File: config.mk
export PLATFORM = sky130hd
export DESIGN_NAME = lca_div_stage
export DESIGN_NICKNAME = d
export VERILOG_FILES = /design/src/rtl/lca_pkg.sv /design/src/rtl/lca_div_stage.sv
export SDC_FILE = /design/constraint.sdc
export NUM_CORES = 1
export LEC_CHECK = 0
export BUFFER_PORTS_ARGS = -buffer_cell sky130_fd_sc_hd__buf_4
export CAP_MARGIN = 25
export CORE_MARGIN = 4
export CORE_UTILIZATION = 40
export DETAILED_ROUTE_END_ITERATION = 6
export GPL_TIMING_DRIVEN = 0
export PLACE_DENSITY = 0.7
export SYNTH_ARGS = -nofsm -noshare
export SYNTH_HDL_FRONTEND = slang
export SYNTH_SLANG_ARGS = --single-unit
File: constraint.sdc
create_clock -name i_clk -period 5.6 [get_ports i_clk]
set_input_delay 0.84 -clock i_clk [delete_from_list [all_inputs] [get_ports i_clk]]
set_output_delay 0.84 -clock i_clk [all_outputs]
set_load 0.05 [all_outputs]
File: src/rtl/lca_pkg.sv
// package: shared types and constants for lba/chs translation
`timescale 1ns / 1ps
package lca_pkg;
    localparam int LbaW  = 32;
    localparam int CylW  = 16;
    localparam int HeadW = 8;
    localparam int SecW  = 8;
    localparam int HpcW  = 9;
    localparam int SptW  = 8;
    localparam logic [CylW-1:0] CylMax = 16'hFFFF;

    typedef enum logic [0:0] {
        REG_HEADS = 1'b0,
        REG_SPT   = 1'b1
    } t_reg_idx;

    typedef enum logic [0:0] {
        FUNC_CHS2LBA = 1'b0,
        FUNC_LBA2CHS = 1'b1
    } t_func;

    typedef struct packed {
        logic             func;
        logic [LbaW-1:0]  lba_in;
        logic [CylW-1:0]  cylinder_in;
        logic [HeadW-1:0] head_in;
        logic [SecW-1:0]  sector_in;
    } t_in_item;

    typedef struct packed {
        logic [LbaW-1:0]  lba_out;
        logic [CylW-1:0]  cylinder_out;
        logic [HeadW-1:0] head_out;
        logic [SecW-1:0]  sector_out;
        logic             range_error;
    } t_out_item;
endpackage

File: src/rtl/lca_div_stage.sv
// module: one restoring division step stage that carries the partial quotient through
`timescale 1ns / 1ps
module lca_div_stage (
    input  logic                    i_clk,
    input  logic                    i_en,
    input  logic [lca_pkg::LbaW-1:0] i_num,
    input  logic [lca_pkg::LbaW-1:0] i_quo,
    input  logic [16:0]             i_rem,
    input  logic [16:0]             i_den,
    input  logic [4:0]              i_bit,
    output logic [lca_pkg::LbaW-1:0] o_quo,
    output logic [16:0]             o_rem
);
    import lca_pkg::*;
    logic [17:0]     n_trial;
    logic [16:0]     n_rem;
    logic [LbaW-1:0] n_quo;
    logic [LbaW-1:0] r_quo;
    logic [16:0]     r_rem;
    logic [4:0]      w_idx;
    always_comb begin
        w_idx   = i_bit;
        n_trial = {i_rem, i_num[w_idx]};
        n_quo   = i_quo;
        if (n_trial >= {1'b0, i_den}) begin
            n_rem        = 17'(n_trial - {1'b0, i_den});
            n_quo[w_idx] = 1'b1;
        end else begin
            n_rem = n_trial[16:0];
        end
    end
    always_ff @(posedge i_clk) begin
        if (i_en) begin
            r_quo <= n_quo;
            r_rem <= n_rem;
        end
    end
    assign o_quo = r_quo;
    assign o_rem = r_rem;
endmodule
After elaboration in Yosys (flattened, before gate mapping)
Index checks and enable logic that the tools add are counted.
{ "word_totals": {"wordCells": 14, "reg_bits": 49, "inputBits": 105} }
{ "classes": {"reduce_logical": 1, "n_lt_le_gt_ge": 3, "n_bitwise": 1, "n_mux": 6, "n_addsub": 1} }
{ "op_table": {"columns": ["op", "n"], "rows": [
  ["32-bit 2-to-1 mux", 1],
  ["32-bit bitwise OR", 1],
  ["18-bit by 17-bit greater-or-equal comparator with 1-bit output", 1],
  ["17-bit 2-to-1 mux", 1],
  ["17-bit subtractor", 1],
  ["5-bit by 6-bit less-than comparator with 1-bit output (second input constant)", 1],
  ["1-bit binary-select mux with 5-bit select", 1],
  ["1-bit demux with 5-bit select", 1],
  ["5-bit by 1-bit greater-or-equal comparator with 1-bit output (second input constant)", 1],
  ["1-bit 2-to-1 mux", 2],
  ["1-bit logical AND", 1]
]} }

Logic depth before layout (Yosys ltp)
{ "logic_depth": {"ltp_word": 6, "ltp_mapped": 16, "depth_no_buf": 13} }

Least setup slack after synthesis
OpenSTA, ideal clock, no wires.
{ "synth_path": {"path_type": "input to register", "start": "input port i_bit[0]", "end": "register r_rem[10] (netlist: o_rem[10]), data pin", "t_required_ns": 5.340, "path_slack_ns": 1.208, "setup_time_ns": 0.260, "t_arrival_ns": 4.132, "stages": 16, "cell_sequence": "buf_2 mux4_2 a22o_1 a221oi_1 and3_1 ha_1 inv_1 fa_1 a21o_1 nand4_1 a21oi_1 o211ai_1 buf_2 nand2_4 buf_6 mux2_4"} }
{ "synth_between": {"elab_chain_len": 4} }
{ "synth_lines": {"columns": ["element", "line_no", "rtl"], "rows": [
  ["from (decl)", "lca_div_stage.sv:10", "input logic [4:0] i_bit,"],
  ["1-bit binary-select mux with 5-bit select *", "lca_div_stage.sv:23", "n_trial = {i_rem, i_num[w_idx]};"],
  ["1-bit 2-to-1 mux (not written as such) *", "lca_div_stage.sv:23", null],
  ["17-bit subtractor / 18-bit by 17-bit greater-or-equal comparator with 1-bit output (equally long branches)", "lca_div_stage.sv:26, lca_div_stage.sv:25", null],
  ["17-bit 2-to-1 mux *", "lca_div_stage.sv:25", "if (n_trial >= {1'b0, i_den}) begin"],
  ["named net n_rem[10]", "lca_div_stage.sv:16", "logic [16:0] n_rem;"],
  ["to (signal assigned)", "lca_div_stage.sv:35", "r_rem <= n_rem;"],
  ["to (decl)", "lca_div_stage.sv:19", "logic [16:0] r_rem;"]
]} }
The timed path passes the listed nets; every way through them passes the cells marked *. The select of a mux whose other input is x is not followed.
A chain may end at the register's enable or synchronous reset.

Final worst setup path
{ "layout_path": {"start": "input port i_bit[0]", "end": "register r_quo[4] (netlist: o_quo[4]), data pin"} }
{ "layout_between": {"elab_chain_len": 6} }
{ "layout_lines": {"columns": ["element", "line_no", "rtl"], "rows": [
  ["parallel branches: the longest is 5 deep, another holds 18-bit by 17-bit greater-or-equal comparator with 1-bit output", null, null],
  ["32-bit 2-to-1 mux *", "lca_div_stage.sv:25", null],
  ["named net n_quo[4]", "lca_div_stage.sv:17", "logic [LbaW-1:0] n_quo;"],
  ["to (signal assigned)", "lca_div_stage.sv:34", "r_quo <= n_quo;"],
  ["to (decl)", "lca_div_stage.sv:18", "logic [LbaW-1:0] r_quo;"]
]} }
Mark *: on every way through the listed nets, which the timed path passes. The select of a mux whose other input is x is not followed.

==> results.md <==
- Status: complete, no violations
- Vias in the first global route: 3084
- Ys flop type: edfxtp_1
- PortBufs: 151
- FFs w/ async S/R, synth: 0%
- Final-report setup violation count: 0
- Count of cell types in the netlist: 51
- Die W: 98.4 µm
- Hold slack: 0.781 ns
- #FFs+latches synth: 49
- Routed WL per cell: 17.8 µm
- Hpwl dp: 7610 µm
- Syn. warnings: 0
- Final hold vios: 0
- FMAX: 213 MHz
- Initial antenna violation count: 0
- Worst IR Drop VDD: 0.124 mV
- Number of diodes: 0
- DR iter-0 viols: 120
- CTS Buf Count: 5
- Starting density of the core: 41.6%
- CTS Hold Bufs: 0
- Pin count of the biggest net entering global routing: 50
- Slowest-stage cell, CP: mux4_2
- Relative slew slack: 49.3%
- CTS tree: yes
- Fin Setup TNS: 0 ns
- Post-CTS Resized: 0
- CTS sink cnt: 49
- Syn avg cell area: 11.9 µm²
- Layout cells sized above 1: 46.8%
- Drt first pass iters: 4
- Core area: 7850 µm²
- Via count: 2844
- First-pass GRT wire length: 15100 µm
- Die H: 98.4 µm
- Post-Route WL: 9560 µm
- Clk pin slew, worst setup/hold paths: 0.09 ns
- Post-synth design cell area: 3270 µm²
- Overall Global Routing Usage: 19.4%
- Crit-path most repeated cell: buf_2
- # IOs: 154
- Cells after Synth: 275
- Vias/cell: 5.31
- GPL Wtd Cong: 0.849
- Post-synth top area share: 45.1%
- Leak pwr: 2.18 nW
- Grt total ovfl: 0
- Worst setup EP type: flop
- Fin crit share: 83.9%
- Pwr Density: 245 nW/µm²
- Power Total: 1.13 mW
- Critical Path Fanout Max: 10
- CTS H-Tree Depth: 2
- Fin. max-slew vios: 0
- # nets final: 556
- Syn-to-layout area delta: 41.3%
- Syn nets: 398
- Crit path from: i_bit[0]
- Arrival time at the worst endpoint: 4.77 ns
- DRC Markers: 0
- CP startpoint kind: input port
- Critical Path RT: 5.67 ns
- # Max-Cap Violations: 0
- RSZ-0062 raised after global routing: false
- Root Buffer: clkbuf_8
- Final ANT Viol Nets: 0
- Post-synth EDFFs: 49
- Seq/Total Area, Yosys: 45.1%
- Crit path largest cell delay: 0.55 ns
- Rows: 32
- Slew at the pin closest to its max-slew limit: 0.754 ns
- WS Path Type: input port to flop
- Largest area contributor in the netlist: edfxtp_1
- Final min period: 4.70 ns
- HP Start: i_quo[1]
- Top post-synthesis cells by area: edfxtp_1, ha_1, a21o_1, mux4_2, a41o_1
- Total die area: 9670 µm²
- HP Class: input port to flop
- Setup Fix Bufs, Post-CTS: 0
- Crit-path cells: buf_2 > mux4_2 > a22o_1 > a221oi_1 > and3_1 > ha_1 > inv_1 > fa_1 > a21o_1 > nand4_1 > a21oi_1 > o211ai_1 > buf_2 > nand2_4 > buf_2 > a31o_2
- Longest Clk Path Bufs: 2
==> placed cells by master, fill, tap and decap left out, types with 6 or more instances in the layout <==
cell type and instances:
buf_4 151, edfxtp_1 49, a21o_1 24, inv_1 22, ha_1 17, a21oi_1 13
nand2_1 11, nor2_1 11, a31o_2 10, nand3_1 9, a41o_1 9, mux4_2 8
mux2_2 8, xnor2_1 7, nor3b_1 6
==> routing by layer <==
metal | GRT usage, % | wire length (µm) | vias to the layer above
li1 | - | - | 1383
met1 | 24.6 | 4030 | 1351
met2 | 34.3 | 4850 | 104
met3 | 2.57 | 569 | 6
met4 | 5.99 | 110 | 0
met5 | 0 | 0 | -
==> where the power goes <==
| group | leakage [nW] | switching (mW) | internal [mW] |
|---|---|---|---|
| registers | 0.480 | 0.0112 | 0.453 |
| logic | 1.66 | 0.273 | 0.185 |
| clock network | 0.0456 | 0.121 | 0.0893 |
| total | 2.18 | 0.405 | 0.727 |
==> sequential cells by signal (all words and copies together) (netlist names) <==
signal,flops
o_quo,32
o_rem,17
==> worst paths after layout <==
check                 end  slack, ns  cells past startpoint
max    o_quo[4]$_DFFE_PP_       0.90                     16
min    o_quo[1]$_DFFE_PP_       0.78                      2
==> synthesized netlist by cell type (2+ instances only) <==
master	number
edfxtp_1	49
a21o_1	24
inv_1	22
ha_1	17
a21oi_1	13
nand2_1	11
nor2_1	11
a31o_2	10
a41o_1	9
nand3_1	9
mux2_2	8
mux4_2	8
xnor2_1	7
nor3b_1	6
and3_1	5
o21ai_0	5
a21boi_0	4
buf_2	4
a21oi_2	3
and2_1	3
and3b_1	3
clkbuf_1	3
o31ai_1	3
a22oi_1	2
a31oi_1	2
buf_6	2
mux2_4	2
nand2_4	2
nand2b_1	2
nand4_1	2
nor3_1	2
o211ai_1	2
o21bai_1	2
==> final cells by class <==
class,instances,area [µm²]
clock buffers,6,72.6
flip-flops and latches,49,1470
inverters,22,82.6
multi-input cells,195,1660
clock inverters,2,13.8
repair buffers,151,1130
well taps,102,128
fillers,712,3230
plain buffers,9,53.8
==> metrics by stage <==
| step | worst slack, ns | util (%) | instance area, µm² | instances |
|---|---|---|---|---|
| after detailed placement | 0.566 | 57.7 | 4530 | 528 |
| after floorplan | 1.21 | - | 3270 | 275 |
| after global routing | 0.649 | 58.8 | 4610 | 536 |
| after global placement | 0.616 | 57.7 | 4530 | 528 |
| after CTS | 0.882 | 58.8 | 4610 | 536 |
| final | 0.900 | 58.8 | 4610 | 536 |
==> kinds of logic (layout without fill, tap and decap cells) <==
logic type      count (synthesis)  count (layout)  share of synthesized area, %
xor+xnor                        8               8                          2.15
compound gates                 89              89                          21.1
mux                            19              19                          9.50
flops                          49              49                          45.1
fa+ha+maj                      18              18                          7.13
buf+inv                        31             190                          4.18
simple gates                   61              61                          10.9
==> critical path, delay by kind of cell <==
| family | cells | cell delay (ns) |
|---|---|---|
| AO/OA/AOI/OAI | 6 | 1.35 |
| AND/OR/NAND/NOR | 3 | 0.54 |
| adder cells (fa/ha/maj) | 2 | 0.57 |
| multiplexers | 1 | 0.55 |
| buffers and inverters | 4 | 0.88 |
No activity file was read; power rests on OpenSTA's default activity.
